`src/hw/rtl/hmp_pkg.sv`:
```
`default_nettype none
package hmp_pkg;

  // Item kinds on the input side
  typedef enum logic [1:0] {
    CMD_DATA    = 2'd0,
    CMD_APPEND  = 2'd1,
    CMD_PAD     = 2'd2,
    CMD_RESTART = 2'd3
  } cmd_t;

  typedef enum logic [1:0] {
    ST_OK        = 2'd0,
    ST_LATE_DATA = 2'd1,
    ST_DONE      = 2'd2,
    ST_SATURATED = 2'd3
  } status_t;

  typedef enum logic [1:0] {
    STAGE_DATA   = 2'd0,
    STAGE_ZEROS  = 2'd1,
    STAGE_LENGTH = 2'd2,
    STAGE_FINISH = 2'd3
  } pad_stage_t;

  localparam int unsigned CFG_INDEX_BITS = 3;
  localparam int unsigned CFG_DATA_BITS  = 32;

  localparam logic [CFG_INDEX_BITS-1:0] REG_BLOCK_IS_128   = 3'd0;
  localparam logic [CFG_INDEX_BITS-1:0] REG_LENGTH_FIELD   = 3'd1;
  localparam logic [CFG_INDEX_BITS-1:0] REG_LITTLE_ENDIAN  = 3'd2;
  localparam logic [CFG_INDEX_BITS-1:0] REG_MARKER_BYTE    = 3'd3;
  localparam logic [CFG_INDEX_BITS-1:0] REG_PREFIX_BYTES   = 3'd4;

  localparam logic [5:0]  LENGTH_FIELD_RESET = 6'd8;
  localparam logic [7:0]  MARKER_RESET       = 8'h80;
  localparam logic [6:0]  LENGTH_FIELD_MIN   = 7'd8;

  typedef struct packed {
    logic        block_is_128;
    logic [5:0]  length_field_bytes;
    logic        length_little_endian;
    logic [7:0]  marker_byte;
    logic [31:0] prefix_bytes;
  } cfg_t;

  typedef struct packed {
    logic [7:0] out_byte;
    logic       pad_last;
    status_t    status;
  } result_t;

endpackage
`default_nettype wire

```
`src/hw/rtl/hmp_cfg.sv`:
```
`default_nettype none
module hmp_cfg import hmp_pkg::*; (
  input  wire logic                      clk,
  input  wire logic                      rst,
  input  wire logic                      cfg_we,
  input  wire logic [CFG_INDEX_BITS-1:0] cfg_index,
  input  wire logic [CFG_DATA_BITS-1:0]  cfg_data,
  output cfg_t                           cfg
);

  always_ff @(posedge clk) begin
    if (rst) begin
      cfg.block_is_128         <= 1'b0;
      cfg.length_field_bytes   <= LENGTH_FIELD_RESET;
      cfg.length_little_endian <= 1'b1;
      cfg.marker_byte          <= MARKER_RESET;
      cfg.prefix_bytes         <= '0;
    end else if (cfg_we) begin
      unique case (cfg_index)
        REG_BLOCK_IS_128:  cfg.block_is_128         <= cfg_data[0];
        REG_LENGTH_FIELD:  cfg.length_field_bytes   <= cfg_data[5:0];
        REG_LITTLE_ENDIAN: cfg.length_little_endian <= cfg_data[0];
        REG_MARKER_BYTE:   cfg.marker_byte          <= cfg_data[7:0];
        REG_PREFIX_BYTES:  cfg.prefix_bytes         <= cfg_data[31:0];
        default: ;  // unused indexes are dropped
      endcase
    end
  end

endmodule
`default_nettype wire

```
`src/hw/rtl/hmp_core.sv`:
```
`default_nettype none
module hmp_core import hmp_pkg::*; #(
  parameter int unsigned COUNT_BITS = 32
) (
  input  wire logic       clk,
  input  wire logic       rst,
  input  wire logic       fire,
  input  wire cmd_t       cmd,
  input  wire logic [7:0] data_byte,
  input  wire cfg_t       cfg,
  output result_t         res
);

  localparam int unsigned SUM_BITS = ((COUNT_BITS > 32) ? COUNT_BITS : 32) + 1;

  logic [COUNT_BITS-1:0] data_count, data_count_next;
  logic [7:0]            pad_emitted, pad_emitted_next;
  pad_stage_t            pad_stage, pad_stage_next;
  logic [2:0]            length_index, length_index_next;

  logic [SUM_BITS-1:0] total_bytes;
  logic [63:0]         len_bits;
  logic [2:0]          byte_sel;
  logic [6:0]          pos_mask;
  logic [6:0]          len_field;
  logic [6:0]          after_marker;
  logic [8:0]          first_run;
  logic [8:0]          zeros_needed;
  logic                zero_more;

  assign total_bytes = SUM_BITS'(cfg.prefix_bytes) + SUM_BITS'(data_count);
  assign len_bits    = 64'(total_bytes) << 3;
  assign byte_sel    = cfg.length_little_endian ? length_index : ~length_index;

  // Zero run: up to block - length field, then the extra field bytes down to block - 8
  assign pos_mask     = cfg.block_is_128 ? 7'h7F : 7'h3F;
  assign len_field    = ({1'b0, cfg.length_field_bytes} < LENGTH_FIELD_MIN) ?
                        LENGTH_FIELD_MIN : {1'b0, cfg.length_field_bytes};
  assign after_marker = (total_bytes[6:0] + 7'd1) & pos_mask;
  assign first_run    = ((cfg.block_is_128 ? 9'd256 : 9'd128) - {2'b0, len_field}
                         - {2'b0, after_marker}) & {2'b0, pos_mask};
  assign zeros_needed = first_run + {2'b0, len_field} - 9'd8;
  // pad_emitted wraps to zero only past any possible run, which ends the run
  assign zero_more    = (pad_emitted != 8'd0) &&
                        ({1'b0, pad_emitted - 8'd1} < zeros_needed);

  always_comb begin
    res               = '{out_byte: 8'd0, pad_last: 1'b0, status: ST_OK};
    data_count_next   = data_count;
    pad_emitted_next  = pad_emitted;
    pad_stage_next    = pad_stage;
    length_index_next = length_index;
    unique case (cmd)
      CMD_RESTART: begin
        data_count_next   = '0;
        pad_emitted_next  = '0;
        pad_stage_next    = STAGE_DATA;
        length_index_next = '0;
      end
      CMD_APPEND: begin
        res.out_byte = data_byte;
      end
      CMD_DATA: begin
        if (pad_stage != STAGE_DATA) begin
          res.status = ST_LATE_DATA;
        end else if (&data_count) begin
          res.status = ST_SATURATED;
        end else begin
          data_count_next = data_count + COUNT_BITS'(1);
          res.out_byte    = data_byte;
        end
      end
      CMD_PAD: begin
        if (pad_stage == STAGE_DATA) begin
          res.out_byte     = cfg.marker_byte;
          pad_emitted_next = 8'd1;
          pad_stage_next   = STAGE_ZEROS;
        end else if (pad_stage == STAGE_ZEROS && zero_more) begin
          pad_emitted_next = pad_emitted + 8'd1;
        end else if (pad_stage == STAGE_FINISH) begin
          res.status = ST_DONE;
        end else begin
          res.out_byte = len_bits[byte_sel*8 +: 8];
          if (length_index == 3'd7) begin
            res.pad_last      = 1'b1;
            pad_stage_next    = STAGE_FINISH;
            length_index_next = 3'd0;
          end else begin
            length_index_next = length_index + 3'd1;
            pad_stage_next    = STAGE_LENGTH;
          end
        end
      end
      default: ;
    endcase
  end

  always_ff @(posedge clk) begin
    if (rst) begin
      data_count   <= '0;
      pad_emitted  <= '0;
      pad_stage    <= STAGE_DATA;
      length_index <= '0;
    end else if (fire) begin
      data_count   <= data_count_next;
      pad_emitted  <= pad_emitted_next;
      pad_stage    <= pad_stage_next;
      length_index <= length_index_next;
    end
  end

endmodule
`default_nettype wire

```
`src/hw/rtl/hash_message_padder.sv`:
```
`default_nettype none
// Channel  Direction  Payload
// s_*      in         tdata = data_byte[7:0]; tuser = command[1:0]
// m_*      out        tdata = out_byte[7:0]; tlast = pad_last; tuser = status[1:0]
// cfg_*    in         write enable, register index, 32-bit write data
//
// One item per cycle sustained while m_tready stays high. An accepted item sits in the
// input register, then passes through the padding logic into the output register.
// Padding state is updated as the item moves from input to output register. rst is
// synchronous and clears both register valids, the padding state and the
// configuration. A stalled m_tready holds the output register and backs up into
// s_tready through the input register.
module hash_message_padder import hmp_pkg::*; #(
  parameter int unsigned COUNT_BITS = 32
) (
  input  wire logic                      clk,
  input  wire logic                      rst,
  input  wire logic                      s_tvalid,
  output logic                           s_tready,
  input  wire logic [7:0]                s_tdata,   // [7:0] data_byte
  input  wire logic [1:0]                s_tuser,   // [1:0] command
  output logic                           m_tvalid,
  input  wire logic                      m_tready,
  output logic [7:0]                     m_tdata,   // [7:0] out_byte
  output logic                           m_tlast,
  output logic [1:0]                     m_tuser,   // [1:0] status
  input  wire logic                      cfg_we,
  input  wire logic [CFG_INDEX_BITS-1:0] cfg_index,
  input  wire logic [CFG_DATA_BITS-1:0]  cfg_data
);

  cfg_t       cfg;
  result_t    res;
  result_t    out_res;
  logic       in_full;
  cmd_t       in_cmd;
  logic [7:0] in_byte;
  logic       out_full;
  logic       proc;

  assign proc     = in_full && (!out_full || m_tready);
  assign s_tready = !in_full || proc;

  hmp_cfg u_cfg (
    .clk       (clk),
    .rst       (rst),
    .cfg_we    (cfg_we),
    .cfg_index (cfg_index),
    .cfg_data  (cfg_data),
    .cfg       (cfg)
  );

  hmp_core #(.COUNT_BITS(COUNT_BITS)) u_core (
    .clk       (clk),
    .rst       (rst),
    .fire      (proc),
    .cmd       (in_cmd),
    .data_byte (in_byte),
    .cfg       (cfg),
    .res       (res)
  );

  always_ff @(posedge clk) begin
    if (rst) begin
      in_full <= 1'b0;
    end else if (s_tvalid && s_tready) begin
      in_full <= 1'b1;
    end else if (proc) begin
      in_full <= 1'b0;
    end
  end

  always_ff @(posedge clk) begin
    if (s_tvalid && s_tready) begin
      in_cmd  <= cmd_t'(s_tuser);
      in_byte <= s_tdata;
    end
  end

  always_ff @(posedge clk) begin
    if (rst) begin
      out_full <= 1'b0;
    end else if (proc) begin
      out_full <= 1'b1;
    end else if (m_tready) begin
      out_full <= 1'b0;
    end
  end

  always_ff @(posedge clk) begin
    if (proc) begin
      out_res <= res;
    end
  end

  assign m_tvalid = out_full;
  assign m_tdata  = out_res.out_byte;
  assign m_tlast  = out_res.pad_last;
  assign m_tuser  = out_res.status;

endmodule
`default_nettype wire

```
`config.mk`:
```
export PLATFORM = sky130hd
export DESIGN_NAME = hash_message_padder
export DESIGN_NICKNAME = d
export VERILOG_FILES = /design/src/hw/rtl/hmp_pkg.sv /design/src/hw/rtl/hmp_cfg.sv /design/src/hw/rtl/hmp_core.sv /design/src/hw/rtl/hash_message_padder.sv
export SDC_FILE = /design/constraint.sdc
export NUM_CORES = 1
export LEC_CHECK = 0
export ABC_CLOCK_PERIOD_IN_PS = 10210
export BUFFER_PORTS_ARGS = -buffer_cell sky130_fd_sc_hd__buf_2
export CELL_PAD_IN_SITES_DETAIL_PLACEMENT = 0
export CELL_PAD_IN_SITES_GLOBAL_PLACEMENT = 2
export CORE_UTILIZATION = 40
export DETAILED_ROUTE_END_ITERATION = 10
export PLACE_DENSITY = 0.95
export SYNTH_ARGS = -nofsm -noshare
export SYNTH_HDL_FRONTEND = slang
export SYNTH_SLANG_ARGS = --single-unit
```
`constraint.sdc`:
```
create_clock -name clk -period 10.21 [get_ports clk]
set_input_delay 2.5525 -clock clk [delete_from_list [all_inputs] [get_ports clk]]
set_output_delay 2.5525 -clock clk [all_outputs]
set_load 0.02 [all_outputs]
```
# [After elaboration in Yosys (flattened, before gate mapping)]
# Index checks and enable logic that the tools add are counted.
[op_classes] add_sub_neg=10 order_cmp=2 eq_ne=18 shift=1 mux=36 bitwise=4 n_reduce_logical=28
[ops] operator="32-bit two-way mux" count=2
[ops] operator="32-bit case mux with 2 select lines" count=1
[ops] operator="64-bit by 7-bit indexed part select with 8-bit output" count=1
[ops] operator="8-bit two-way mux" count=5
[ops] operator="32-bit by 32-bit adder with 33-bit output" count=1
[ops] operator="32-bit by 1-bit adder with 32-bit output (second input constant)" count=1
[ops] operator="32-bit AND reduction" count=1
[ops] operator="8-bit case mux with 3 select lines" count=1
[ops] operator="9-bit two-way mux" count=2
[ops] operator="9-bit by 7-bit subtractor with 9-bit output" count=2
[ops] operator="8-bit case mux with 2 select lines" count=1
[ops] operator="3-bit two-way mux" count=5
[ops] operator="2-bit two-way mux" count=7
[ops] operator="11-bit two-way mux" count=1
[ops] operator="2-bit inequality test (second input constant)" count=5
[ops] operator="2-bit AND reduction" count=5
[ops] operator="2-bit nonzero test" count=5
[ops] operator="9-bit by 7-bit adder with 9-bit output" count=1
[ops] operator="9-bit by 7-bit AND with 9-bit output" count=1
[ops] operator="8-bit by 9-bit less-than comparator with 1-bit output" count=1
[ops] operator="9-bit by 4-bit subtractor with 9-bit output (second input constant)" count=1
[ops] operator="8-bit by 1-bit adder with 8-bit output (second input constant)" count=1
[ops] operator="2-bit case mux with 2 select lines" count=2
[ops] operator="4-bit AND reduction" count=2
[ops] operator="27 further kinds" count=44
[word_totals] reg_bits=116 in_bits=50 output_inout_bits=13 wordCells=115

# [Longest topological paths before layout]
# Gate-level depths: netlist of the first run.
[depth] word_depth=13 mapped_depth=29 depth_no_buf=28

# [Modules after synthesis]
# From an unflattened synthesis of the first run, not the netlist that was laid out.
[unflattened] cells_unflattened=931 area_unflattened_um2=8166.6
[modules_own_cells] module="hmp_core" n_inst=1 cells_each=699 area_per_inst_um2=5331.4 seq_area_each_um2=900.9
[modules_own_cells] module="hmp_cfg" n_inst=1 cells_each=201 area_per_inst_um2=2100.8 seq_area_each_um2=960.9
[modules_own_cells] module="hash_message_padder" n_inst=1 cells_each=31 area_per_inst_um2=734.5 seq_area_each_um2=670.6

# [Least setup slack after synthesis of the first run]
# No wires, ideal clock.
[synth_timing] kind="register to register" from="reg u_core.data_count[0]" to="reg u_core.pad_emitted[7]" setup_ns=0.115 t_arrival_ns=5.541 required_ns=10.095 path_slack_ns=4.554 path_stages_with_launch=28 n_path_buf=1 period_less_slack_ns=5.656 cell_sequence="dfxtp_1 ha_1 inv_1 fa_1 inv_1 ha_1 xnor2_1 ha_1 ha_1 a21o_1 a21oi_1 o21bai_1 a21oi_1 xnor3_1 xnor2_1 nand2_1 ha_1 a21oi_1 xor2_1 ha_1 a2111oi_0 o21ai_0 o211a_1 or2_4 buf_6 a2111oi_2 xnor2_1 nor2_1"
[synth_via] elab_chain_len=12
[synth_lines] element="from (decl)" line="hmp_core.sv:16" rtl="logic [COUNT_BITS-1:0] data_count, data_count_next;"
[synth_lines] element="from (signal assigned)" line="hmp_core.sv:105" rtl="data_count <= data_count_next;"
[synth_lines] element="32-bit by 32-bit adder with 33-bit output" line="hmp_core.sv:31" rtl="assign total_bytes = SUM_BITS'(cfg.prefix_bytes) + SUM_BITS'(data_count);"
[synth_lines] element="7-bit by 1-bit adder with 7-bit output" line="hmp_core.sv:39" rtl="assign after_marker = (total_bytes[6:0] + 7'd1) & pos_mask;"
[synth_lines] element="7-bit AND" line="hmp_core.sv:39"
[synth_lines] element="9-bit by 7-bit subtractor with 9-bit output" line="hmp_core.sv:41" rtl="- {2'b0, after_marker}) & {2'b0, pos_mask};"
[synth_lines] element="9-bit by 7-bit AND with 9-bit output" line="hmp_core.sv:41"
[synth_lines] element="9-bit by 7-bit adder with 9-bit output" line="hmp_core.sv:42" rtl="assign zeros_needed = first_run + {2'b0, len_field} - 9'd8;"
[synth_lines] element="9-bit by 4-bit subtractor with 9-bit output" line="hmp_core.sv:42"
[synth_lines] element="8-bit by 9-bit less-than comparator with 1-bit output" line="hmp_core.sv:45" rtl="({1'b0, pad_emitted - 8'd1} < zeros_needed);"
[synth_lines] element="1-bit logical AND" line="hmp_core.sv:44" rtl="assign zero_more = (pad_emitted != 8'd0) &&"
[synth_lines] element="1-bit logical AND" line="hmp_core.sv:78" rtl="end else if (pad_stage == STAGE_ZEROS && zero_more) begin"
[synth_lines] element="3-bit by 1-bit inequality test with 1-bit output (no line)"
[synth_lines] element="3-bit AND reduction (no line)"
[synth_lines] element="to (signal assigned)" line="hmp_core.sv:106" rtl="pad_emitted <= pad_emitted_next;"
[synth_lines] element="to (decl)" line="hmp_core.sv:17" rtl="logic [7:0] pad_emitted, pad_emitted_next;"
# No other way between the ends.
# A chain may end at the register's enable or synchronous reset.

==> out/qor.csv, run 1 <==
stage;metric;value;unit
floorplan;Die Area;21160;um^2
clock_network;post-CTS setup buffers;0;
setup_path;r2r setup slk;3920;ps
finish;Synth-to-Final Area Change;13.78;%
synth;top post-synthesis cells by area;dfxtp_1 (23%), ha_1 (11%), edfxtp_1 (7.7%);
sta;Final Hold Viols;0;
floorplan;Die X-Extent;145.5;um
sta;RSZ-0062 raised after global routing;no;
synth;Adder-Cell Fraction of Synth Area;11.82;%
sta;setup ws final;3921;ps
setup_path;WP data required;10440;ps
finish;fraction of layout cells with a size suffix above 1;12.22;%
finish;cell area after layout;9368;um^2
sta;Final period util;61.60;%
placed_design;dpl ws;4027;ps
sta;# setup viols final;0;
synth;post-synthesis xor/xnor area fraction;8.252;%
synth;simple-gate portion of the synthesized area;22.33;%
synth;Compound-Gate Fraction of Synth Area;21.66;%
synth;Post-synth ARST share;0;%
min_path;hold path cells;2;
detailed_routing;vias after detailed routing;7441;
synth;syn_area_per_cell;8.159;um^2
sta;slew margin rel.;35.70;%
finish;final core occ;46.30;%
synth;syn nets;1135;
synth;Yosys Warn Count;0;
detailed_routing;Final ANT Viol Nets;0;
setup_path;reg-to-reg critical path endpoint;m_tdata[6];
sta;Worst Max-Slew Pin Slew;956.4;ps
placed_design;hpwl dp;17700;um
finish;fill cell count;2075;
synth;multiplexer share of the synthesized area;1.337;%
run;Max-Cap Viols;0;
global_routing;largest net degree at the start of global routing;60;
setup_path;R2R Path Start;u_core.data_count[0];
pwr;Internal;0.9033;mW
detailed_routing;vias per inst;5.545;
pwr;Leak;3.685;nW
detailed_routing;met2 wire len;10400;um
detailed_routing;Pre-Repair DR Iteration Count;5;
outcome;status;completed;
clock_network;CTS tree;built;
clock_network;H-tree Lvls;4;
floorplan;number of cell rows;52;
sta;WHS;454.9;ps
detailed_routing;Met1 Wirelength;11540;um
clock_network;# hold bufs at CTS;0;
synth;Post-Syn Area;8233;um^2
synth;library cells used by synthesis;80;
min_path;Hold EP;u_cfg.cfg[32];
placed_design;placed inst area;8760;um^2
pwr;net switching fraction of the power;27.05;%
synth;Post-synth EDFFs;21;
pwr;Comb pwr share;11.2;%
synth;flops & latches, synth;116;
sta;pins over their slew limit;0;
detailed_routing;WL met3;1153;um
clock_network;Root Buffer;clkbuf_16;
placed_design;dpl cells;1310;
detailed_routing;top layer in use;met4;
placed_design;Port Buf Inserts;62;
global_routing;vias in the first global route;6863;
sta;FMAX;159.0;MHz
floorplan;core box area;20230;um^2
clock_network;cts bufs inserted;17;
global_routing;initial antenna violation count;0;
synth;Syn Inst Count;1009;
clock_network;post-cts resize count;0;
global_routing;first-pass GRT wire length;37560;um
finish;final non-filler cell total;1342;
synth;combinational family with the most area after synthesis;simple AND/OR/NAND/NOR gates;
pwr;PwrDens;132.2;nW/um^2
detailed_routing;per-cell routed wire length;17.43;um
setup_path;Critical Path AT;6510;ps
synth;Synth Flop Type;dfxtp_1;
synth;sequential share of the synthesized area;30.76;%
sta;Fin Setup TNS;0;ps
setup_path;CP Capture Type;flip-flop;
clock_network;total clock sinks;116;
setup_path;FF-to-FF path depth;26;
placed_design;Placer Congestion;0.9001;
pwr;Clock power frac;49.7;%
min_path;worst min-delay path category;reg2reg;
sta;fin crit period;6289;ps
setup_path;Startpoint Class;flip-flop;
pwr;total power;1.238;mW
synth;Synth area leader;dfxtp_1;
clock_network;clk buf depth;2;
pwr;Max VDD drop;0.00007663;V
detailed_routing;DR iter-0 viols;490;
setup_path;Crit Path Category;reg2reg;
floorplan;I/O Pins;63;
detailed_routing;routed wire length;23390;um
clock_network;CTS clock-pin slew for the worst setup and hold paths;60;ps
finish;Final nets;1185;
sta;Worst Clk Skew;8.921;ps
finish;Ant. Diodes;0;
floorplan;die height;145.5;um
global_routing;GRT Util Overall;22.61;%
pwr;Psw;0.3350;mW
pwr;sequential power share;39.1;%
clock_network;worst-skew pair later-pin latency;430;ps
detailed_routing;DRC;0;
floorplan;Initial Util;40.69;%
synth;Synth top area share;23.10;%
setup_path;CP Max Fanout;10;
min_path;hold path start;u_cfg.cfg[32];
global_routing;grt ovf;0;
[Yosys cell counts (all sizes together), types with 12 or more instances]
cell / count
and3: 14
nor2b: 12
nor3: 28
xnor2: 40
clkbuf: 32
dfxtp: 95
o21ai: 38
inv: 35
nor2: 97
nand4: 17
a21o: 22
nand2: 145
ha: 73
xor2: 35
a21oi: 97
edfxtp: 21
nand3: 36
[how the worst max path moves through the flow]
stage	startpoint	end	slack, ps	cells past startpoint
floorplan	u_core.data_count[0]	u_core.pad_emitted[7]	4550	27
global placement	u_core.data_count[0]	m_tdata[1]	4230	26
detailed placement	u_core.data_count[0]	m_tdata[1]	4030	26
CTS	u_core.data_count[0]	m_tdata[1]	3990	26
global route	u_core.data_count[0]	m_tdata[1]	3430	27
finish	u_core.data_count[0]	m_tdata[6]	3920	26
[power by group through the flow]
stage	combinational, mW	clock, mW	sequential [mW]
CTS	0.139	0.625	0.484
global route	0.154	0.646	0.485
global placement	0.137	0	0.494
finish	0.138	0.615	0.484
detailed placement	0.137	0	0.494
floorplan	0.0933	0	0.494
[flip-flops by register name (all words and copies together) (netlist names), 2 cells and up]
register,cells
u_cfg.cfg,48
u_core.data_count,32
in_byte,8
m_tdata,8
u_core.pad_emitted,8
u_core.length_index,3
in_cmd,2
m_tuser,2
u_core.pad_stage,2
[layout make-up]
| type | count | area [um^2] | share of cell area (%) |
|---|---|---|---|
| multi-input cells | 819 | 5388 | 57.51 |
| repair buffers | 70 | 370.4 | 3.954 |
| flip-flops and latches | 116 | 2532 | 27.03 |
| well taps | 270 | 337.8 | 3.606 |
| inverters | 35 | 131.4 | 1.402 |
| clock buffers | 19 | 475.5 | 5.075 |
| clock inverters | 13 | 132.6 | 1.416 |
[per-layer routing]
metal  up-vias  track usage, %
li1       3718               -
met1      3510           31.95
met2       186           35.34
met3        27           4.201
met4         0           5.842
met5         -               0
[cells in the final DEF (no fill, tap or decap), types with 6 or more instances in the layout]
| cell | synthesis | layout |
|---|---|---|
| edfxtp_1 | 21 | 21 |
| o211ai_1 | 6 | 6 |
| ha_1 | 73 | 73 |
| a31oi_1 | 6 | 6 |
| a21o_1 | 21 | 21 |
| a31o_2 | 6 | 6 |
| inv_1 | 35 | 35 |
| a211oi_1 | 9 | 9 |
| and3_1 | 13 | 13 |
| mux2i_1 | 11 | 11 |
| a32oi_1 | 6 | 6 |
| xnor2_1 | 40 | 40 |
| nor2b_1 | 12 | 12 |
| nand2_1 | 144 | 144 |
| dfxtp_1 | 95 | 95 |
| xor2_1 | 35 | 35 |
| nor2_1 | 97 | 97 |
| buf_2 | 3 | 62 |
| buf_4 | 0 | 8 |
| a21oi_1 | 96 | 96 |
| nor3_1 | 28 | 28 |
| nand4_1 | 17 | 17 |
| clkbuf_16 | 0 | 19 |
| o21bai_1 | 7 | 6 |
| inv_6 | 0 | 8 |
| nand3_1 | 36 | 36 |
| o21a_1 | 11 | 11 |
| and2_1 | 8 | 8 |
| o21ai_0 | 37 | 37 |
| and4_1 | 8 | 8 |
[critical path: stages (launching register included)]
cell,delay (ps)
dfxtp_1,400
ha_1,220
inv_1,60
fa_1,390
nor2b_1,220
o21a_1,140
nor2_1,40
xnor2_1,350
nand4_1,170
xor2_1,180
ha_1,290
ha_1,320
a21oi_1,190
xnor3_1,340
xnor2_1,160
nand2_1,140
ha_1,360
a21oi_1,170
xor2_1,90
ha_1,280
o21a_1,120
o22a_1,130
o211a_1,190
o211ai_2,230
nor3_1,360
o221ai_1,200
o32ai_1,350
[kinds of logic after synthesis]
kind of cell | Yosys count
buffers and inverters | 74
adders and majority gates | 76
xor gates and xnor gates | 76
AOI/OAI and AO/OA | 262
and+or+nand+nor | 394
muxes | 11
DFF | 116
Power figures use the tool's default switching activity.
==> run 2: changes to the inputs <==
--- a/config.mk
+++ b/config.mk
@@ -5,13 +5,13 @@
 export SDC_FILE = /design/constraint.sdc
 export NUM_CORES = 1
 export LEC_CHECK = 0
-export ABC_CLOCK_PERIOD_IN_PS = 10210
+export ABC_CLOCK_PERIOD_IN_PS = 5300
 export BUFFER_PORTS_ARGS = -buffer_cell sky130_fd_sc_hd__buf_2
 export CELL_PAD_IN_SITES_DETAIL_PLACEMENT = 0
 export CELL_PAD_IN_SITES_GLOBAL_PLACEMENT = 2
-export CORE_UTILIZATION = 40
+export CORE_UTILIZATION = 33
 export DETAILED_ROUTE_END_ITERATION = 10
-export PLACE_DENSITY = 0.95
+export PLACE_DENSITY = 0.86
 export SYNTH_ARGS = -nofsm -noshare
 export SYNTH_HDL_FRONTEND = slang
 export SYNTH_SLANG_ARGS = --single-unit
==> constraint.sdc (replaced) <==
create_clock -name clk -period 5.3 [get_ports clk]
set_input_delay 1.325 -clock clk [delete_from_list [all_inputs] [get_ports clk]]
set_output_delay 1.325 -clock clk [all_outputs]
set_load 0.02 [all_outputs]
==> out/qor.csv, run 2 (synthesized netlist as in run 1, its figures left out) <==
stage;metric;value;unit;change
floorplan;Die X-Extent;160.0;um;+10%
global_routing;GRT Util Overall;19.40;%;-3.2 points
floorplan;Initial Util;33.75;%;-6.9 points
placed_design;dpl cells;1394;;+6.4%
min_path;hold path start;u_cfg.cfg[36];;
clock_network;CTS tree;built;;
clock_network;# hold bufs at CTS;0;;unchanged
run;Max-Cap Viols;0;;unchanged
setup_path;Critical path origin;u_cfg.cfg[0];;
detailed_routing;routed wire length;24530;um;+4.9%
finish;largest register by flop count;u_cfg.cfg;;
finish;most common cell after layout, fill and taps aside;nand2_1;;
pwr;Psw;0.6275;mW;+87%
detailed_routing;vias after detailed routing;7485;;+0.59%
finish;Largest register FFs;48;;unchanged
setup_path;R2R Path Start;u_cfg.cfg[0];;
finish;cell area after layout;10140;um^2;+8.2%
pwr;sequential power share;39.1;%;about the same
pwr;Comb pwr share;16.1;%;+4.9 points
setup_path;Critical Path AT;5820;ps;-690 ps
sta;Worst Clk Skew;8.750;ps;-0.1716 ps
sta;Worst Max-Slew Pin Slew;1340;ps;+384.1 ps
setup_path;FF-to-FF path depth;27;;+3.8%
sta;Fin Setup TNS;-2933;ps;-2933 ps
clock_network;CTS clock-pin slew for the worst setup and hold paths;60;ps;about the same
pwr;Max VDD drop;0.0001551;V;+100%
sta;# setup viols final;21;;+21
pwr;PwrDens;235.2;nW/um^2;+78%
setup_path;CP Max Fanout;7;;-3
floorplan;I/O Pins;63;;unchanged
detailed_routing;per-cell routed wire length;17.16;um;-1.6%
detailed_routing;Final ANT Viol Nets;0;;unchanged
sta;FMAX;180.7;MHz;+14%
floorplan;core box area;24390;um^2;+21%
min_path;Hold EP;u_cfg.cfg[36];;
floorplan;number of cell rows;57;;+9.6%
setup_path;reg-to-reg critical path endpoint;m_tdata[1];;
clock_network;cts bufs inserted;17;;unchanged
min_path;worst min-delay path category;reg2reg;;
outcome;failing checks;setup timing;;
pwr;Clock power frac;44.7;%;-5.0 points
sta;pins over their slew limit;0;;unchanged
pwr;total power;2.385;mW;+93%
global_routing;largest net degree at the start of global routing;38;;-37%
outcome;status;complete, but fails checks;;
placed_design;placed inst area;9195;um^2;+5.0%
finish;final non-filler cell total;1430;;+6.6%
floorplan;Die Area;25580;um^2;+21%
detailed_routing;vias per inst;5.234;;-5.6%
finish;Ant. Diodes;0;;unchanged
detailed_routing;DRC;0;;unchanged
clock_network;clk buf depth;2;;unchanged
placed_design;Placer Congestion;0.8782;;-2.4%
pwr;net switching fraction of the power;26.31;%;-0.74 points
floorplan;die height;160.0;um;+10%
global_routing;initial antenna violation count;0;;unchanged
pwr;Leak;3.878;nW;+5.2%
sta;slew margin rel.;10.04;%;-26 points
finish;Final nets;1220;;+3.0%
sta;setup ws final;-234.1;ps;-4155 ps
global_routing;grt ovf;0;;unchanged
setup_path;Crit Path Category;reg2reg;;
sta;fin crit period;5534;ps;-754.8 ps
global_routing;first-pass GRT wire length;39090;um;+4.1%
sta;Final Hold Viols;0;;unchanged
placed_design;hpwl dp;18610;um;+5.2%
setup_path;r2r setup slk;-230;ps;-4160 ps
detailed_routing;DR iter-0 viols;435;;-11%
pwr;Internal;1.758;mW;+95%
finish;fraction of layout cells with a size suffix above 1;20.07;%;+7.9 points
clock_network;H-tree Lvls;4;;unchanged
setup_path;Startpoint Class;flip-flop;;
finish;biggest regs;u_cfg.cfg x48, u_core.data_count x32;;
sta;RSZ-0062 raised after global routing;yes;;
setup_path;WP data required;5590;ps;-4850 ps
placed_design;Port Buf Inserts;62;;unchanged
setup_path;CP Capture Type;flip-flop;;
finish;most frequent cells in the layout;nand2_1 (142), nor2_1 (96), dfxtp_1 (93), a21oi_1 (90), buf_2 (62);;
detailed_routing;Pre-Repair DR Iteration Count;5;;unchanged
min_path;hold path cells;2;;unchanged
clock_network;Root Buffer;clkbuf_16;;
global_routing;vias in the first global route;7249;;+5.6%
finish;final core occ;41.57;%;-4.7 points
sta;Final period util;104.4;%;+43 points
clock_network;total clock sinks;116;;unchanged
clock_network;worst-skew pair later-pin latency;420;ps;about the same
finish;fill cell count;2512;;+21%
finish;Synth-to-Final Area Change;23.16;%;
[run 2: cell count changes in the layout (fill, tap and decap cells not counted), sizes merged]
cell / previous run / this run
clkbuf: 19 / 25
inv: 43 / 35
clkinv: 2 / 5
buf: 70 / 105
clkinvlp: 2 / 0
[run 2: critical path, stage by stage, from the launching register on]
cell,delay [ps]
dfxtp_2,350
ha_4,140
inv_2,30
fa_2,540
inv_2,50
ha_4,240
ha_4,250
inv_2,40
ha_4,150
fa_2,400
xnor2_2,140
ha_1,300
inv_2,70
ha_4,200
nor2b_4,120
o21ai_2,120
nand2b_1,80
a21o_1,200
a21oi_2,140
xor2_1,80
ha_2,300
o21a_1,110
o22a_1,130
o211a_4,180
o211ai_4,160
a2111oi_4,410
or3b_1,370
nand3_1,70
[run 2: area by class of cell]
cell class | count | area, um^2 | share of cell area (%)
clock buffers | 25 | 475.5 | 4.689
clock inverters | 6 | 55.05 | 0.5429
inverters | 35 | 131.4 | 1.296
multi-input cells | 819 | 5887 | 58.06
flip-flops and latches | 116 | 2537 | 25.02
well taps | 324 | 405.4 | 3.998
repair buffers | 105 | 648.1 | 6.392
[run 2: power by group through the flow]
stage	clock, mW	combinational (mW)	sequential, mW
final	1.07	0.385	0.933
after global routing	1.13	0.418	0.935
after CTS	1.09	0.325	0.933
after global placement	0	0.296	0.952
after detailed placement	0	0.300	0.952
after floorplan	0	0.195	0.951
[run 2: repair_timing]
| action | 4_1_cts | 5_1_grt |
|---|---|---|
| buffers inserted | 3 | 3 |
| endpoints found under the setup margin | 22 | 22 |
| cloned | 0 | 0 |
| gates resized for setup | 24 | 43 |
| pin swaps | 23 | 37 |
[run 2: through the flow]
stage | hold slack, ps | worst slack, ps
after floorplan | 436.5 | -41.42
after global placement | 447.5 | -582.4
after detailed placement | 452.4 | -549.6
after CTS | 460.5 | -202.8
after global routing | 474.1 | -454.8
final | 458.9 | -234.1
[run 2: how the worst max path moves through the flow]
stage                                  endpoint  slack [ps]
final                                m_tdata[1]        -230
after global routing                 m_tdata[1]        -450
after CTS                 u_core.pad_emitted[0]        -200
after detailed placement             m_tdata[6]        -550
after global placement               m_tdata[6]        -580
after floorplan           u_core.pad_emitted[4]         -40
[run 2: metal layers]
layer	wire (um)	global-route usage (%)	vias to the layer above	part of all wire [%]
met1	12400	27.43	3527	51
met4	364	5.238	0	1.5
li1	-	-	3801	-
met2	10950	30.28	134	45
met5	0	0	-	0
met3	816	3.299	23	3.3
